`src/rtl/assert_macros.svh`:
```
// Assertion macros for the RTL of the bit sender.
`ifndef ASSERT_MACROS_SVH
`define ASSERT_MACROS_SVH
`ifndef SYNTHESIS
`define ASSERT_ALWAYS(lbl, clk, rst, expr) \
   lbl: assert property (@(posedge clk) disable iff (rst) (expr)) \
      else $error("invariant violated");
`define ASSERT_IMPLIES(lbl, clk, rst, ante, cons) \
   lbl: assert property (@(posedge clk) disable iff (rst) (ante) |-> (cons)) \
      else $error("implication violated");
`define ASSERT_NEXT(lbl, clk, rst, ante, cons) \
   lbl: assert property (@(posedge clk) disable iff (rst) (ante) |=> (cons)) \
      else $error("next-cycle implication violated");
`else
`define ASSERT_ALWAYS(lbl, clk, rst, expr)
`define ASSERT_IMPLIES(lbl, clk, rst, ante, cons)
`define ASSERT_NEXT(lbl, clk, rst, ante, cons)
`endif
`endif

```
`src/rtl/pwlbs_pkg.sv`:
```
// Types, codes and reset values for the pulse width light bit sender.
`default_nettype none
package pwlbs_pkg;

   localparam int MsgDepthDefault = 32;

   localparam int HalfBitWidth   = 20;
   localparam int CarrierWidth   = 8;
   localparam int TicksLeftWidth = 21;
   localparam int CsrIndexWidth  = 2;
   localparam int CsrDataWidth   = 20;

   localparam logic [HalfBitWidth-1:0] HalfBitReset       = 20'd500;
   localparam logic [CarrierWidth-1:0] CarrierPeriodReset = 8'd26;
   localparam logic [CarrierWidth-1:0] CarrierHighReset   = 8'd13;

   localparam logic [CsrIndexWidth-1:0] CSR_HALF_BIT_TICKS       = 2'd0;
   localparam logic [CsrIndexWidth-1:0] CSR_CARRIER_PERIOD_TICKS = 2'd1;
   localparam logic [CsrIndexWidth-1:0] CSR_CARRIER_HIGH_TICKS   = 2'd2;

   localparam logic CMD_WRITE = 1'b0;
   localparam logic CMD_TICK  = 1'b1;

   typedef enum logic [1:0] {
      PH_IDLE  = 2'd0,
      PH_MARK  = 2'd1,
      PH_SPACE = 2'd2
   } phase_type;

endpackage
`default_nettype wire

```
`src/rtl/pwlbs_store.sv`:
```
// Message byte memory with a registered read and write-to-read forwarding.
`default_nettype none
module pwlbs_store
   import pwlbs_pkg::*;
#(
   parameter int MSG_DEPTH = MsgDepthDefault
) (
   input  wire logic                         clock,
   input  wire logic                         reset,
   input  wire logic                         wr_en,
   input  wire logic [$clog2(MSG_DEPTH)-1:0] wr_addr,
   input  wire logic [7:0]                   wr_data,
   input  wire logic [$clog2(MSG_DEPTH)-1:0] rd_addr,
   output logic      [7:0]                   rd_data
);

   logic [7:0] mem [MSG_DEPTH];
   logic [7:0] rd_data_ff;
   logic [7:0] fwd_data_ff;
   logic       fwd_hit_ff;
   logic       fwd_hit_in;

   assign fwd_hit_in = wr_en && (wr_addr == rd_addr);

   always_ff @(posedge clock) begin
      if (wr_en) begin
         mem[wr_addr] <= wr_data;
      end
      rd_data_ff  <= mem[rd_addr];
      fwd_data_ff <= wr_data;
   end

   always_ff @(posedge clock) begin
      if (reset) begin
         fwd_hit_ff <= 1'b0;
      end else begin
         fwd_hit_ff <= fwd_hit_in;
      end
   end

   assign rd_data = fwd_hit_ff ? fwd_data_ff : rd_data_ff;

endmodule
`default_nettype wire

```
`src/rtl/pulse_width_light_bit_sender_core.sv`:
```
// Top level of the pulse width light bit sender.
//
//   channel | direction | beat fields                              | handshake
//   req_    | in        | cmd, data_byte, last_byte                | valid / stall
//   rsp_    | out       | led_drive, mark_active, busy_res, accepted | valid / stall
//   csr_    | in        | index, wdata                             | wr_en, no wait
//
// One request beat is taken per cycle while req_stall is low; each gives one registered response beat.
// The response register frees on the cycle it is taken, so req_ stalls only while a valid response meets rsp_stall.
// The byte memory is read ahead of use; the next byte is prefetched while bits run.
// Synchronous active-high reset clears control state and restores register defaults.
`default_nettype none
`include "assert_macros.svh"
module pulse_width_light_bit_sender_core
   import pwlbs_pkg::*;
#(
   parameter int MSG_DEPTH = MsgDepthDefault
) (
   input  wire logic                     clock,
   input  wire logic                     reset,
   input  wire logic                     req_valid,
   output logic                          req_stall,
   input  wire logic                     req_cmd,
   input  wire logic [7:0]               req_data_byte,
   input  wire logic                     req_last_byte,
   output logic                          rsp_valid,
   input  wire logic                     rsp_stall,
   output logic                          rsp_led_drive,
   output logic                          rsp_mark_active,
   output logic                          rsp_busy_res,
   output logic                          rsp_accepted,
   input  wire logic                     csr_wr_en,
   input  wire logic [CsrIndexWidth-1:0] csr_index,
   input  wire logic [CsrDataWidth-1:0]  csr_wdata
);

   localparam int AW = $clog2(MSG_DEPTH);
   localparam int CW = $clog2(MSG_DEPTH + 1);
   localparam logic [CW-1:0] DEPTH_C = CW'(MSG_DEPTH);

   logic [HalfBitWidth-1:0]   half_bit_ff;
   logic [CarrierWidth-1:0]   car_period_ff;
   logic [CarrierWidth-1:0]   car_high_ff;

   phase_type                 phase_ff, phase_in;
   logic [CW-1:0]             byte_count_ff, byte_count_in;
   logic [CW-1:0]             read_pos_ff, read_pos_in;
   logic [2:0]                bit_pos_ff, bit_pos_in;
   logic [TicksLeftWidth-1:0] ticks_left_ff, ticks_left_in;
   logic [CarrierWidth-1:0]   car_count_ff, car_count_in;
   logic [7:0]                cur_byte_ff, cur_byte_in;

   logic                      rsp_valid_ff;
   logic                      rsp_led_ff, rsp_led_in;
   logic                      rsp_mark_ff, rsp_mark_in;
   logic                      rsp_busy_ff, rsp_busy_in;
   logic                      rsp_acc_ff, rsp_acc_in;

   logic                      req_accept;
   logic                      store_wr_en;
   logic [AW-1:0]             store_rd_addr;
   logic [7:0]                store_rd_data;
   logic [CW-1:0]             read_pos_inc;
   logic [TicksLeftWidth-1:0] half_len;
   logic [TicksLeftWidth-1:0] ticks_dec;
   logic [CarrierWidth:0]     car_inc;
   logic                      byte_wrap;
   logic [2:0]                bit_next;
   logic [CW-1:0]             read_pos_next;
   logic [7:0]                sel_byte;

   assign req_stall  = rsp_valid_ff && rsp_stall;
   assign req_accept = req_valid && !req_stall;

   assign read_pos_inc  = read_pos_ff + CW'(1);
   assign store_wr_en   = req_accept && (req_cmd == CMD_WRITE) && (phase_ff == PH_IDLE)
                          && (byte_count_ff < DEPTH_C);
   assign store_rd_addr = (phase_ff == PH_IDLE) ? AW'(0) : read_pos_inc[AW-1:0];

   pwlbs_store #(
      .MSG_DEPTH(MSG_DEPTH)
   ) u_store (
      .clock  (clock),
      .reset  (reset),
      .wr_en  (store_wr_en),
      .wr_addr(byte_count_ff[AW-1:0]),
      .wr_data(req_data_byte),
      .rd_addr(store_rd_addr),
      .rd_data(store_rd_data)
   );

   assign half_len  = (half_bit_ff == '0) ? TicksLeftWidth'(1) : {1'b0, half_bit_ff};
   assign ticks_dec = (ticks_left_ff != '0) ? ticks_left_ff - TicksLeftWidth'(1)
                                            : ticks_left_ff;
   assign car_inc   = {1'b0, car_count_ff} + (CarrierWidth + 1)'(1);
   assign byte_wrap = (bit_pos_ff == 3'd7);
   assign bit_next  = bit_pos_ff + 3'd1;
   assign read_pos_next = byte_wrap ? read_pos_inc : read_pos_ff;

   always_comb begin
      phase_in      = phase_ff;
      byte_count_in = byte_count_ff;
      read_pos_in   = read_pos_ff;
      bit_pos_in    = bit_pos_ff;
      ticks_left_in = ticks_left_ff;
      car_count_in  = car_count_ff;
      cur_byte_in   = cur_byte_ff;
      rsp_led_in    = 1'b0;
      rsp_mark_in   = 1'b0;
      rsp_busy_in   = 1'b0;
      rsp_acc_in    = 1'b0;
      sel_byte      = cur_byte_ff;
      if (req_accept) begin
         if (req_cmd == CMD_WRITE) begin
            rsp_busy_in = (phase_ff != PH_IDLE);
            if (phase_ff == PH_IDLE) begin
               if (byte_count_ff < DEPTH_C) begin
                  byte_count_in = byte_count_ff + CW'(1);
                  rsp_acc_in    = 1'b1;
               end
               if (req_last_byte) begin
                  sel_byte      = (byte_count_ff == '0) ? req_data_byte : store_rd_data;
                  cur_byte_in   = sel_byte;
                  read_pos_in   = '0;
                  bit_pos_in    = '0;
                  phase_in      = PH_MARK;
                  car_count_in  = '0;
                  ticks_left_in = sel_byte[7] ? {half_len[TicksLeftWidth-2:0], 1'b0}
                                              : half_len;
                  rsp_busy_in   = 1'b1;
               end
            end
         end else begin
            case (phase_ff)
               PH_IDLE: begin
                  phase_in = PH_IDLE;
               end
               PH_MARK: begin
                  rsp_busy_in   = 1'b1;
                  rsp_mark_in   = 1'b1;
                  rsp_led_in    = (car_count_ff < car_high_ff);
                  car_count_in  = (car_inc >= {1'b0, car_period_ff}) ? '0
                                                                      : car_inc[CarrierWidth-1:0];
                  ticks_left_in = ticks_dec;
                  if (ticks_dec == '0) begin
                     phase_in      = PH_SPACE;
                     ticks_left_in = half_len;
                     car_count_in  = '0;
                  end
               end
               PH_SPACE: begin
                  rsp_busy_in   = 1'b1;
                  ticks_left_in = ticks_dec;
                  if (ticks_dec == '0) begin
                     if (read_pos_next >= byte_count_ff) begin
                        phase_in      = PH_IDLE;
                        byte_count_in = '0;
                        read_pos_in   = '0;
                        bit_pos_in    = '0;
                        ticks_left_in = '0;
                        car_count_in  = '0;
                     end else begin
                        sel_byte      = byte_wrap ? store_rd_data : cur_byte_ff;
                        cur_byte_in   = sel_byte;
                        read_pos_in   = read_pos_next;
                        bit_pos_in    = bit_next;
                        phase_in      = PH_MARK;
                        car_count_in  = '0;
                        ticks_left_in = sel_byte[~bit_next]
                                        ? {half_len[TicksLeftWidth-2:0], 1'b0} : half_len;
                     end
                  end
               end
               default: begin
                  phase_in = PH_IDLE;
               end
            endcase
         end
      end
   end

   always_ff @(posedge clock) begin
      if (reset) begin
         half_bit_ff   <= HalfBitReset;
         car_period_ff <= CarrierPeriodReset;
         car_high_ff   <= CarrierHighReset;
      end else if (csr_wr_en) begin
         case (csr_index)
            CSR_HALF_BIT_TICKS:       half_bit_ff   <= csr_wdata[HalfBitWidth-1:0];
            CSR_CARRIER_PERIOD_TICKS: car_period_ff <= csr_wdata[CarrierWidth-1:0];
            CSR_CARRIER_HIGH_TICKS:   car_high_ff   <= csr_wdata[CarrierWidth-1:0];
            default: begin
            end
         endcase
      end
   end

   always_ff @(posedge clock) begin
      if (reset) begin
         phase_ff      <= PH_IDLE;
         byte_count_ff <= '0;
         read_pos_ff   <= '0;
         bit_pos_ff    <= '0;
         ticks_left_ff <= '0;
         car_count_ff  <= '0;
      end else begin
         phase_ff      <= phase_in;
         byte_count_ff <= byte_count_in;
         read_pos_ff   <= read_pos_in;
         bit_pos_ff    <= bit_pos_in;
         ticks_left_ff <= ticks_left_in;
         car_count_ff  <= car_count_in;
      end
   end

   always_ff @(posedge clock) begin
      cur_byte_ff <= cur_byte_in;
      if (req_accept) begin
         rsp_led_ff  <= rsp_led_in;
         rsp_mark_ff <= rsp_mark_in;
         rsp_busy_ff <= rsp_busy_in;
         rsp_acc_ff  <= rsp_acc_in;
      end
   end

   // hold the response beat until taken
   always_ff @(posedge clock) begin
      if (reset) begin
         rsp_valid_ff <= 1'b0;
      end else if (req_accept) begin
         rsp_valid_ff <= 1'b1;
      end else if (!rsp_stall) begin
         rsp_valid_ff <= 1'b0;
      end
   end

   assign rsp_valid       = rsp_valid_ff;
   assign rsp_led_drive   = rsp_led_ff;
   assign rsp_mark_active = rsp_mark_ff;
   assign rsp_busy_res    = rsp_busy_ff;
   assign rsp_accepted    = rsp_acc_ff;

   `ASSERT_ALWAYS(a_count_in_range, clock, reset, byte_count_ff <= DEPTH_C)
   `ASSERT_IMPLIES(a_busy_has_bytes, clock, reset, phase_ff != PH_IDLE, read_pos_ff < byte_count_ff)
   `ASSERT_IMPLIES(a_idle_cleared, clock, reset, phase_ff == PH_IDLE, (read_pos_ff == '0) && (bit_pos_ff == '0))
   `ASSERT_IMPLIES(a_led_in_mark, clock, reset, rsp_valid_ff && rsp_led_ff, rsp_mark_ff)
   `ASSERT_NEXT(a_busy_write_refused, clock, reset, req_accept && (req_cmd == CMD_WRITE) && (phase_ff != PH_IDLE), rsp_valid_ff && !rsp_acc_ff && rsp_busy_ff)

endmodule
`default_nettype wire

```
`config.mk`:
```
export PLATFORM = sky130hd
export DESIGN_NAME = pulse_width_light_bit_sender_core
export DESIGN_NICKNAME = d
export VERILOG_FILES = /design/src/rtl/pwlbs_pkg.sv /design/src/rtl/pwlbs_store.sv /design/src/rtl/pulse_width_light_bit_sender_core.sv
export VERILOG_INCLUDE_DIRS = /design/src /design/src/rtl
export SDC_FILE = /design/constraint.sdc
export NUM_CORES = 1
export LEC_CHECK = 0
export BUFFER_PORTS_ARGS = -buffer_cell sky130_fd_sc_hd__buf_2
export CAP_MARGIN = 20
export CORE_ASPECT_RATIO = 1.75
export CORE_MARGIN = 2
export CORE_UTILIZATION = 67
export CTS_BUF_LIST = sky130_fd_sc_hd__clkbuf_16
export DETAILED_ROUTE_END_ITERATION = 16
export PLACE_DENSITY = 0.93
export RECOVER_POWER = 25
export SLEW_MARGIN = 20
export SYNTH_ARGS = -nofsm -noshare
export SYNTH_HDL_FRONTEND = slang
export SYNTH_HIERARCHICAL = 1
export SYNTH_SLANG_ARGS = --single-unit
```
`constraint.sdc`:
```
create_clock -name clock -period 9.85 [get_ports clock]
set_input_delay 0.4925 -clock clock [delete_from_list [all_inputs] [get_ports clock]]
set_output_delay 0.4925 -clock clock [all_outputs]
set_load 0.02 [all_outputs]
```
* Yosys cells after proc, flatten, opt, wreduce, memory -nomap -nowiden
Memories as Yosys holds them, arrays and structs flattened. A register that Yosys moved wholly into a read port is not among the register bits.
Index checks and enable logic that the tools add are counted.
** Word-level totals
- Flip-flop bits (word level) :: 104
- RAM bits :: 256
- Input port bits :: 37
- Output and inout port bits :: 6
- Logic and storage cells :: 140
- Memories kept :: 1
** Operators by class
- Add/sub/neg operators :: 5
- Magnitude comparators :: 5
- Eq/ne operators :: 14
- Muxes and demuxes :: 66
- Bitwise gates (word level) :: 3
- Reductions and logical operators :: 29
** Memories
- u_store.mem :: words 32, width 8, read ports 1, clocked after Yosys merged registers in 1, write ports 1, RTL line pwlbs_store.sv:17 : logic [7:0] mem [MSG_DEPTH];
** Operator list (count)
- $mux W21 :: 9
- $mux W8 :: 15
- $mux W6 :: 13
- $pmux W21 S2 :: 1
- $logic_not A21 Y1 :: 1
- $reduce_bool A21 Y1 :: 1
- $sub A21 B1 Y21 const B :: 1
- $logic_not A20 Y1 :: 1
- $mux W20 :: 1
- $mux W3 :: 6
- $pmux W8 S2 :: 1
- $reduce_and A5 Y1 :: 3
- $add A6 B1 Y6 const B :: 2
- $mux W1 :: 12
- $reduce_and A6 Y1 :: 2
- $mux W2 :: 5
- $add A8 B1 Y9 const B :: 1
- $ge A9 B8 Y1 :: 1
- $lt A8 B8 Y1 :: 1
- $ne A2 B1 Y1 const B :: 4
- $reduce_and A2 Y1 :: 4
- $reduce_bool A2 Y1 :: 4
- $ge A6 B6 Y1 :: 1
- $logic_and A1 B1 Y1 :: 6
- other kinds (20) :: 26

* Depth between registers and ports, before layout
Gate-level depths: netlist of the first run.
- Depth in word-level cells :: 9
- Mapped depth :: 18
- Gate-level depth less buffers :: 14

* Cells and area by module
The synthesis of the first run kept the hierarchy.
** By module, submodules not included
- pwlbs_store :: times used 1, cells an instance 445, area an instance 10413.7 um^2, sequential area each 8027.7 um^2
- pulse_width_light_bit_sender_core :: times used 1, cells an instance 757, area an instance 6286.0 um^2, sequential area each 2021.9 um^2

* Least setup slack after synthesis of the first run
Ideal clock, no wire load.
- Kind :: reg-to-reg
- Start point :: register bit_pos_ff[0]
- End point :: register ticks_left_ff[7]
- Setup time :: 0.070 ns
- Arrival :: 3.882 ns
- Data required time :: 9.780 ns
- Path slack :: 5.898 ns
- Stages on the path, launching flop included :: 17
- Path buffers :: 3
- Period minus slack after synthesis :: 3.952 ns
- Path through :: dfxtp_1 ha_1 ha_1 clkbuf_1 buf_1 nand2b_1 and2_1 ha_1 nand2b_1 a2111oi_0 o21ai_0 o21ai_1 nand3b_1 o31ai_2 buf_2 a221oi_1 a21oi_1
** On the way
- Cells in the longest elaborated chain, start to end :: 9
- Elaborated cells between the ends (all ways) :: 13
- Classes of those cells :: add/sub (1); order compare (1); eq/ne (1); mux (9); bitwise (1)
** Ends and longest elaborated chain
- start, declared :: RTL line pulse_width_light_bit_sender_core.sv:48 : logic [2:0] bit_pos_ff, bit_pos_in;
- start signal, assigned :: RTL line pulse_width_light_bit_sender_core.sv:210 : bit_pos_ff <= bit_pos_in;
- $add A3 B1 Y3 / $eq A3 B3 Y1 (equally long branches) :: RTL line pulse_width_light_bit_sender_core.sv:97, pulse_width_light_bit_sender_core.sv:96
- $not A3 Y3 / $mux W8 (equally long branches) :: RTL line pulse_width_light_bit_sender_core.sv:169, pulse_width_light_bit_sender_core.sv:163
- $bmux W1 S3 :: RTL line pulse_width_light_bit_sender_core.sv:169 : ticks_left_in = sel_byte[~bit_next]
- $mux W1 (not written as such) :: RTL line pulse_width_light_bit_sender_core.sv:169
- $mux W21 :: RTL line pulse_width_light_bit_sender_core.sv:170 : ? {half_len[TicksLeftWidth-2:0], 1'b0} : half_len;
- $mux W21 * :: RTL line pulse_width_light_bit_sender_core.sv:155 : if (read_pos_next >= byte_count_ff) begin
- $mux W21 * :: RTL line pulse_width_light_bit_sender_core.sv:154 : if (ticks_dec == '0) begin
- $pmux W21 S2 * :: RTL line pulse_width_light_bit_sender_core.sv:134 : case (phase_ff)
- $mux W21 * :: RTL line pulse_width_light_bit_sender_core.sv:114 : if (req_cmd == CMD_WRITE) begin
- end signal, assigned :: RTL line pulse_width_light_bit_sender_core.sv:211 : ticks_left_ff <= ticks_left_in;
- end, declared :: RTL line pulse_width_light_bit_sender_core.sv:49 : logic [TicksLeftWidth-1:0] ticks_left_ff, ticks_left_in;
Every way passes the cells marked *; elsewhere a longest branch is shown, timed or not. The select of a mux whose other input is x is not followed.
A chain may end at the register's enable or synchronous reset.

* Worst setup path after layout of the first run
- Start point :: register bit_pos_ff[0]
- End point :: register ticks_left_ff[14]
The elaborated chain is that of the path after synthesis.

==> flow_metrics.py, run 1 <==
metrics = {
    "cts": {
        "cts.sinks": 368,
        "cts_tree": "done",
        "cts_root_buf": "clkbuf_16",
        "clk_pin_slew_ns": 0.07,
        "htree_levels": 1,
        "cts_setup_buffers": 0,
        "clk_latency_ns": 0.59,
        "clk_path_buf_depth": 3,
        "cts_hold_buffers": 0,
        "numCtsBuffers": 31,
        "cts-resized-gates": 0,
    },
    "detailed_routing": {
        "drtIter0Drc": 1225,
        "drt-wirelength-per-cell_um": 26.02,
        "drcViolationCount": 0,
        "wl_met3_um": 2909,
        "m1WireLength_um": 13220,
        "met2WireLength_um": 21590,
        "ant_nets": 0,
        "num_vias": 10864,
        "dr.pass1.iters": 7,
        "wl_um": 40350,
        "highest_layer": "met4",
        "via_per_inst": 7.005,
    },
    "grt": {
        "grt_max_degree": 66,
        "grt_overflow_total": 0,
        "antenna_found_initial": 0,
        "grt_pass1_vias": 10927,
        "gr-usage-all-layers": 0.3176,
        "grt_pass1_wl_um": 61880,
    },
    "worst_setup_path": {
        "worst_setup_path_start_kind": "flop",
        "crit_arrival_ns": 5.56,
        "crit_chain": "ha_1 -> ha_1 -> nand2b_1 -> and2_1 -> ha_1 -> nand2b_1 -> a2111oi_0 -> o21ai_0 -> o21ai_1 -> nand3b_1 -> o31ai_2 -> a221oi_1 -> a21oi_1",
        "crit_type": "flop to flop",
        "cp.required_ns": 10.34,
        "crit_family": "compound AO/OA/AOI/OAI gates",
        "crit_fanout": 16,
        "crit_top_cell": "ha_1",
        "endpoint_kind": "flop",
        "path_buf_inv": 0,
        "cpMaxStageDelayCell": "o31ai_2",
        "cpPeakStageDelay_ns": 0.82,
    },
    "synth": {
        "ys_warn_count": 6,
        "synth_area_um2": 16700,
        "yosys.area.top_type_share": 0.4819,
        "synth_fa_ha_area_frac": 0.02472,
        "synth_xor_area_frac": 0.01154,
        "synth_compound_gate_area_share": 0.08848,
        "synthTopCellsByArea": "edfxtp_1, dfxtp_1, mux4_2, ha_1, nand2_1",
        "synth-edff-count": 268,
        "synth_top_family_by_area": "multiplexers",
        "synth_nets": 1272,
        "synthSimpleGateAreaFrac": 0.09538,
        "ys_seq_elements": 368,
        "async_flop_share": 0,
        "synth_ff_type": "edfxtp_1",
        "yosysMostFrequentCell": "edfxtp_1",
        "yosys-top-cells-count": "edfxtp_1, dfxtp_1, nand2_1",
        "synth_area_leader_cell": "edfxtp_1",
        "synth.area.mux_share": 0.1453,
        "avgSynthCellArea_um2": 13.89,
        "synthCells": 1202,
        "ys_seq_area_frac": 0.6018,
        "ys_types": 83,
    },
    "power_and_ir_drop": {
        "swShare": 0.2423,
        "leakagePower_uw": 0.006112,
        "p_int_uw": 2441,
        "power_uw": 3221,
        "power_switching_uw": 780.4,
        "peakVddDrop_mv": 0.1913,
        "clkPwrFrac": 0.370,
        "share_seq_of_total_power": 0.531,
        "comb_power_share": 0.099,
        "p_per_area_nw_per_um2": 179.3,
    },
    "place": {
        "place_area_um2": 16990,
        "io_buffers": 42,
        "hpwl_um": 26070,
        "place.gp.congestion": 0.9723,
    },
    "sta": {
        "rsz0062_at_grt": "no",
        "worst_pin_slew_ns": 1.608,
        "period_share": 0.5144,
        "maxClockFrequency_mhz": 197.3,
        "holdWs_ns": 0.1197,
        "hold_viol_final": 0,
        "relSlewSlack": -0.07219,
        "setup_violations": 0,
        "finalCriticalPeriod_ns": 5.067,
        "drv_slew": 175,
        "fin_skew_ns": 0.03676,
        "finalSetupTns_ns": 0,
    },
    "final_layout": {
        "diodes": 0,
        "fillers": 1444,
        "drive_gt1_frac": 0.1848,
        "finalNetCount": 1284,
        "synthToLayoutAreaGrowth_pct": 7.575,
        "post-route-util": 0.7323,
        "stdcell_area_um2": 17960,
    },
    "floorplanning": {
        "fp.dieArea_um2": 26250,
        "fp.dieH_um": 212.9,
        "die_width_um": 123.3,
        "top_level_ports": 43,
        "start_util": 0.6807,
        "rows": 76,
        "core_area_um2": 24530,
    },
    "outcome": {
        "violations": "capacitance limit, slew limit",
        "status": "finished with violations",
    },
    "run": {
        "cap_violations": 5,
    },
    "worst_hold_path": {
        "hp-class": "input port to flop",
    },
}
==> worst register-to-register path: stages, from the launching register on <==
cell and delay [ns]:
dfxtp_1 0.44, ha_1 0.20, ha_1 0.64, nand2b_1 0.14
and2_1 0.19, ha_1 0.26, nand2b_1 0.13, a2111oi_0 0.59
o21ai_0 0.34, o21ai_1 0.62, nand3b_1 0.17, o31ai_2 0.82
a221oi_1 0.23, a21oi_1 0.19
==> flip-flops by register name, summed over array words and instances, names as in the netlist, 3 cells and up <==
signal / count
car_period_ff: 8
ticks_left_ff: 21
byte_count_ff: 6
u_store/fwd_data_ff: 8
u_store/rd_data_ff: 8
half_bit_ff: 20
cur_byte_ff: 8
bit_pos_ff: 3
u_store/mem: 256
read_pos_ff: 6
car_high_ff: 8
car_count_ff: 8
==> path summary, 6_finish.rpt <==
check        slack [ns]           endpoint      startpoint  depth (start not counted)
max reg2reg        4.78  ticks_left_ff[14]   bit_pos_ff[0]                         13
min reg2reg        0.48     car_high_ff[0]  car_high_ff[0]                          2
min                0.12          rsp_valid       req_valid                          2
max                4.78  ticks_left_ff[14]   bit_pos_ff[0]                         13
==> power by group through the flow <==
| stage | combinational, uW | sequential (uW) | clock [uW] |
|---|---|---|---|
| floorplan | 226 | 1730 | 0 |
| global placement | 296 | 1740 | 0 |
| detailed placement | 306 | 1740 | 0 |
| CTS | 309 | 1710 | 1200 |
| global route | 342 | 1710 | 1260 |
| finish | 319 | 1710 | 1190 |
==> routing by layer <==
layer / up-vias / track usage
li1: 4675 / -
met1: 5370 / 0.3521
met2: 641 / 0.5633
met3: 178 / 0.05128
met4: 0 / 0.1908
met5: - / 0
==> cell usage in the layout (no fill, tap or decap), drive strengths merged, types with 19 or more instances in the layout <==
cell type    n
o21ai       43
nand2      101
inv         51
nor2        78
dfxtp      100
ha          33
edfxtp     268
mux4        83
nand3       29
mux2        26
nor3        19
clkbuf      40
buf         43
a21oi       58
mux2i       26
==> area by class of cell <==
| class | instances | area [um2] | area share |
|---|---|---|---|
| Inverter | 39 | 146.4 | 0.008149 |
| Tap cell | 312 | 390.4 | 0.02173 |
| Sequential cell | 368 | 10050 | 0.5594 |
| Multi-Input combinational cell | 723 | 6131 | 0.3413 |
| Clock buffer | 32 | 800.8 | 0.04457 |
| Timing Repair Buffer | 51 | 267.8 | 0.01490 |
| Clock inverter | 26 | 178.9 | 0.009960 |
==> metrics by stage <==
step                      std cells  setup slack [ns]
after global placement         1493             5.167
after global routing           1551             4.239
after floorplan                1202             5.898
after detailed placement       1493             4.907
after CTS                      1551             4.887
final                          1551             4.783
==> logic make-up after synthesis <==
| group | count (synthesis) |
|---|---|
| buffers and inverters | 111 |
| AO/OA/AOI/OAI | 213 |
| flip-flops | 368 |
| multiplexers | 135 |
| XOR/XNOR | 22 |
| adder cells (fa/ha/maj) | 33 |
| AND/OR/NAND/NOR | 320 |
Note: power is estimated with default switching activity, not from simulation.
==> run 2: changes to the inputs <==
ABC_AREA = 1   (was default)
CORE_UTILIZATION = 63   (was 67)
PLACE_DENSITY = 0.88   (was 0.93)
clock period = 4.8 ns   (was 9.85 ns; I/O delays follow)
==> flow_metrics.py, run 2 <==
metrics = {
    "worst_setup_path": {
        "r2r_slack_ns": 0.45,
        "endpoint_kind": "flop",
        "crit_fanout": 10,
        "crit_type": "flop to flop",
        "rr_endpoint": "u_store/mem[1][0]",
        "worst_setup_path_start_kind": "flop",
        "cp.required_ns": 5.11,
        "r2r_cells": 17,
        "r2r_start": "bit_pos_ff[0]",
        "crit_arrival_ns": 4.65,
    },
    "sta": {
        "finalCriticalPeriod_ns": 4.346,
        "relSlewSlack": -0.3559,
        "finalSetupTns_ns": 0,
        "hold_viol_final": 0,
        "drv_slew": 279,
        "period_share": 0.9055,
        "fin_skew_ns": 0.02098,
        "setup_violations": 0,
        "rsz0062_at_grt": "no",
        "worst_pin_slew_ns": 2.034,
        "maxClockFrequency_mhz": 230.1,
        "fin_ws_ns": 0.4535,
    },
    "synth": {
        "avgSynthCellArea_um2": 9.035,
        "ys_warn_count": 6,
        "synthCells": 1978,
        "synth_area_leader_cell": "edfxtp_1",
        "ys_types": 49,
        "yosys.area.top_type_share": 0.4503,
        "ys_seq_elements": 368,
        "synth_ff_type": "edfxtp_1",
        "synthTopCellsByArea": "edfxtp_1, nand2_1, dfxtp_1, nand3_1, nor2_1",
        "yosys-top-cells-count": "nand2_1, nand3_1, edfxtp_1",
        "synth_nets": 2048,
        "synth-edff-count": 268,
        "async_flop_share": 0,
        "yosysMostFrequentCell": "nand2_1",
        "ys_seq_area_frac": 0.5623,
        "synth_area_um2": 17870,
    },
    "floorplanning": {
        "fp.dieArea_um2": 29780,
        "rows": 81,
        "core_area_um2": 27970,
        "start_util": 0.6389,
        "fp.dieH_um": 226.8,
        "top_level_ports": 43,
        "die_width_um": 131.3,
    },
    "final_layout": {
        "fillers": 2004,
        "post-route-util": 0.7009,
        "largest_reg_flops": 256,
        "drive_gt1_frac": 0.08325,
        "synthToLayoutAreaGrowth_pct": 9.696,
        "finalNetCount": 2088,
        "top_regs": "u_store/mem x256, ticks_left_ff x21, half_bit_ff x20",
        "layout_commonest_cell": "nand2_1",
        "stdcell_area_um2": 19610,
        "layout_common_cells": "nand2_1, nand3_1, edfxtp_1",
        "regMostFlops": "u_store/mem",
    },
    "detailed_routing": {
        "wl_um": 48900,
        "drt-wirelength-per-cell_um": 20.24,
        "drcViolationCount": 0,
        "dr.pass1.iters": 5,
        "ant_nets": 0,
        "via_per_inst": 6.144,
        "num_vias": 14844,
        "drtIter0Drc": 1370,
    },
    "power_and_ir_drop": {
        "power_uw": 7435,
        "leakagePower_uw": 0.007900,
        "p_per_area_nw_per_um2": 379.2,
        "peakVddDrop_mv": 0.3356,
    },
    "cts": {
        "cts_hold_buffers": 23,
        "cts_root_buf": "clkbuf_16",
        "numCtsBuffers": 31,
        "clk_pin_slew_ns": 0.08,
        "cts-resized-gates": 0,
        "cts_setup_buffers": 0,
        "clk_path_buf_depth": 3,
        "cts.sinks": 368,
        "cts_tree": "done",
        "clk_latency_ns": 0.60,
        "htree_levels": 1,
    },
    "worst_hold_path": {
        "hp-class": "input port to flop",
        "holdPathEnd": "rsp_busy_res",
        "worstHoldPathCells": 3,
        "min_from": "req_cmd",
    },
    "grt": {
        "antenna_found_initial": 1,
        "gr-usage-all-layers": 0.3299,
        "grt_max_degree": 121,
        "grt_pass1_wl_um": 76420,
        "grt_pass1_vias": 14759,
        "grt_overflow_total": 0,
    },
    "run": {
        "cap_violations": 8,
    },
    "outcome": {
        "violations": "capacitance limit, slew limit",
        "status": "finished with violations",
    },
    "place": {
        "place.gp.congestion": 0.9423,
        "hpwl_um": 31780,
        "io_buffers": 42,
        "dpl_worst_slack_ns": 0.6332,
        "place_area_um2": 18240,
    },
}
## run 2: cell count changes in the layout (fill, tap and decap cells not counted), moves of 26 or more
| cell | before | now |
|---|---|---|
| inv_1 | 49 | 133 |
| nor2_1 | 75 | 137 |
| nand2_1 | 100 | 602 |
| o21ai_0 | 38 | 77 |
| nand3_1 | 29 | 271 |
| mux4_2 | 83 | 0 |
| mux2i_1 | 26 | 0 |
## run 2: final cells by class
type	instances	area, um2	share of cell area
flip-flops and latches	368	10050	0.5126
clock inverters	26	352.8	0.01800
diodes	1	2.502	0.0001276
repair buffers	101	704.4	0.03593
multi-input cells	1375	6713	0.3424
clock buffers	31	775.7	0.03957
inverters	141	540.5	0.02757
well taps	373	466.7	0.02380
## run 2: critical path: stages (launching register included)
cell      delay [ns]
dfxtp_1         0.47
ha_1            0.23
ha_1            0.25
clkinv_1        0.27
nand2_1         0.11
o21ai_0         0.11
ha_1            0.32
nand2_1         0.08
nor2_1          0.10
nand3_1         0.08
nand3_1         0.23
nor2_1          0.11
inv_1           0.06
nand3_1         0.09
nor2_1          0.38
nand3_1         0.63
nor2_1          0.31
buf_4           0.21
## run 2: worst max-delay path by stage
| stage | start | slack, ns | cells after the start | to |
|---|---|---|---|---|
| 6_report | bit_pos_ff[0] | 0.45 | 17 | u_store/mem[1][0] |
| 5_1_grt | bit_pos_ff[0] | 0.13 | 17 | u_store/mem[3][2] |
| 4_1_cts | bit_pos_ff[0] | 0.60 | 17 | u_store/mem[1][6] |
| 3_5_place_dp | bit_pos_ff[0] | 0.63 | 17 | u_store/mem[1][2] |
| 3_3_place_gp | bit_pos_ff[0] | 0.80 | 17 | u_store/mem[9][3] |
| 2_1_floorplan | bit_pos_ff[0] | 1.27 | 16 | u_store/mem[11][0] |
## run 2: kinds of logic (layout without fill, tap and decap cells)
logic type,count (synthesis),in the layout,share of synthesized area
fa+ha+maj,33,33,0.02310
mux,8,8,0.005041
flops,368,368,0.5623
other cells,0,1,0
simple gates,1100,1100,0.2681
buf+inv,235,299,0.06308
xor+xnor,24,24,0.01176
compound gates,210,210,0.06658
## run 2: power by group
group	switching [uW]	internal (uW)
sequential	57.1	3470
combinational	799	333
clock	1190	1580
total	2050	5390
## run 2: metal layers
metal / GRT usage / vias up / part of all wire
li1: - / 6785 / -
met1: 0.3291 / 6921 / 0.32
met2: 0.6166 / 863 / 0.52
met3: 0.04605 / 275 / 0.073
met4: 0.2532 / 0 / 0.081
met5: 0 / - / 0
## run 2: through the flow
| step | std cells | hold WS [ns] |
|---|---|---|
| after floorplan | 1978 | 0.2677 |
| after global placement | 2334 | 0.4524 |
| after detailed placement | 2334 | 0.4570 |
| after CTS | 2414 | 0.04803 |
| after global routing | 2416 | 0.07647 |
| final | 2416 | 0.05907 |
==> run 3: changes to the inputs <==
==> constraint.sdc (replaced) <==
create_clock -name clock -period 4.8 [get_ports clock]
set_input_delay 0.72 -clock clock [delete_from_list [all_inputs] [get_ports clock]]
set_output_delay 0.72 -clock clock [all_outputs]
set_load 0.02 [all_outputs]
==> flow_metrics.py, run 3 (synthesis results as in run 2) <==
metrics = {
    "outcome": {
        "status": "finished with violations",
        "violations": "capacitance limit, slew limit",
    },
    "sta": {
        "relSlewSlack": -0.3567,
        "maxClockFrequency_mhz": 242.0,
        "holdWs_ns": 0.3570,
        "fin_skew_ns": 0.01357,
        "hold_viol_final": 0,
        "rsz0062_at_grt": "no",
        "period_share": 0.8610,
        "fin_ws_ns": 0.6670,
        "drv_slew": 308,
        "finalCriticalPeriod_ns": 4.133,
        "finalSetupTns_ns": 0,
        "worst_pin_slew_ns": 2.035,
        "setup_violations": 0,
    },
    "detailed_routing": {
        "drt-wirelength-per-cell_um": 19.58,
        "drtIter0Drc": 1428,
        "num_vias": 14621,
        "via_per_inst": 6.090,
        "dr.pass1.iters": 10,
        "drcViolationCount": 0,
        "wl_um": 47000,
        "ant_nets": 0,
    },
    "power_and_ir_drop": {
        "comb_power_share": 0.148,
        "clkPwrFrac": 0.383,
        "swShare": 0.2654,
        "power_switching_uw": 1996,
        "power_uw": 7520,
        "peakVddDrop_mv": 0.4516,
        "p_per_area_nw_per_um2": 385.7,
        "leakagePower_uw": 0.007879,
        "share_seq_of_total_power": 0.469,
        "p_int_uw": 5524,
    },
    "floorplanning": {
        "fp.dieH_um": 226.8,
        "die_width_um": 131.3,
        "rows": 81,
        "top_level_ports": 43,
        "core_area_um2": 27970,
        "fp.dieArea_um2": 29780,
        "start_util": 0.6389,
    },
    "final_layout": {
        "fillers": 2043,
        "regMostFlops": "u_store/mem",
        "finalNetCount": 2074,
        "synthToLayoutAreaGrowth_pct": 9.087,
        "top_regs": "u_store/mem x256, ticks_left_ff x21, half_bit_ff x20",
        "largest_reg_flops": 256,
        "layout_commonest_cell": "nand2_1",
        "post-route-util": 0.6970,
        "seq_area_um2": 10050,
        "drive_gt1_frac": 0.08925,
        "layout_common_cells": "nand2_1, nand3_1, edfxtp_1",
        "multi_input_area_um2": 6713,
        "diodes": 0,
    },
    "grt": {
        "gr-usage-all-layers": 0.3160,
        "antenna_found_initial": 0,
        "grt_max_degree": 129,
        "grt_pass1_vias": 14256,
        "grt_overflow_total": 0,
        "grt_pass1_wl_um": 73350,
    },
    "cts": {
        "clk_path_buf_depth": 3,
        "cts.sinks": 368,
        "clk_latency_ns": 0.58,
        "clk_pin_slew_ns": 0.07,
        "cts_tree": "done",
        "cts_hold_buffers": 0,
        "cts_root_buf": "clkbuf_16",
        "numCtsBuffers": 30,
        "cts-resized-gates": 0,
        "cts_setup_buffers": 0,
        "htree_levels": 1,
    },
    "place": {
        "dpl_worst_slack_ns": 0.7814,
        "io_buffers": 42,
        "hpwl_um": 31710,
        "place.gp.congestion": 0.9464,
    },
    "run": {
        "cap_violations": 9,
    },
    "worst_setup_path": {
        "crit_type": "flop to flop",
        "critPathLaunch": "bit_pos_ff[0]",
        "crit_fanout": 10,
        "worst_setup_path_start_kind": "flop",
        "r2r_start": "bit_pos_ff[0]",
        "cp.required_ns": 5.08,
        "crit_arrival_ns": 4.42,
        "endpoint_kind": "flop",
    },
    "worst_hold_path": {
        "min_from": "csr_wdata[8]",
        "hp-class": "input port to flop",
    },
}
[run 3: final cells by class]
type                       instances  area share
clock buffer                      31     0.03979
clock inverter                    25     0.02086
inverter                         141     0.02772
multi-input combinational       1375      0.3443
sequential                       368      0.5155
tap                              373     0.02394
timing repair buffer              88     0.02792
[run 3: critical path: stages (launching register included)]
cell and delay (ns):
dfxtp_1 0.47, ha_1 0.20, ha_1 0.24, clkinv_1 0.27, nand2_1 0.11, o21ai_0 0.12
ha_1 0.32, nand2_1 0.07, nor2_1 0.10, o21ai_0 0.09, nand3_1 0.22, nor2_1 0.12
inv_1 0.07, nand3_1 0.11, nor2_1 0.39, nand3_1 0.32, buf_4 0.28, nor2_1 0.15
buf_4 0.20
[run 3: stage by stage]
step	std cells	cell area, um2
after floorplan	1978	17870
after global placement	2344	18310
after detailed placement	2344	18310
after CTS	2400	19500
after global routing	2401	19500
final	2401	19500
[run 3: final timing paths]
check        cells past startpoint  slack, ns            endpoint
max                             18       0.67  u_store/mem[31][0]
min                              3       0.36      half_bit_ff[8]
max reg2reg                     18       0.67  u_store/mem[31][0]
min reg2reg                      2       0.47      car_high_ff[7]
[run 3: power groups by stage]
stage	Sequential [uW]	Clock [uW]	Combinational [uW]
2_1_floorplan	3580	0	824
3_5_place_dp	3590	0	1080
6_report	3530	2880	1110
3_3_place_gp	3590	0	1050
5_1_grt	3530	3020	1220
4_1_cts	3520	2900	1090
[run 3: layer usage]
layer	GRT usage	wire length [um]	vias up
met5	0	0	-
met4	0.2195	3496	0
met3	0.03309	3290	236
met2	0.6036	24800	856
met1	0.3213	15420	6776
li1	-	-	6753
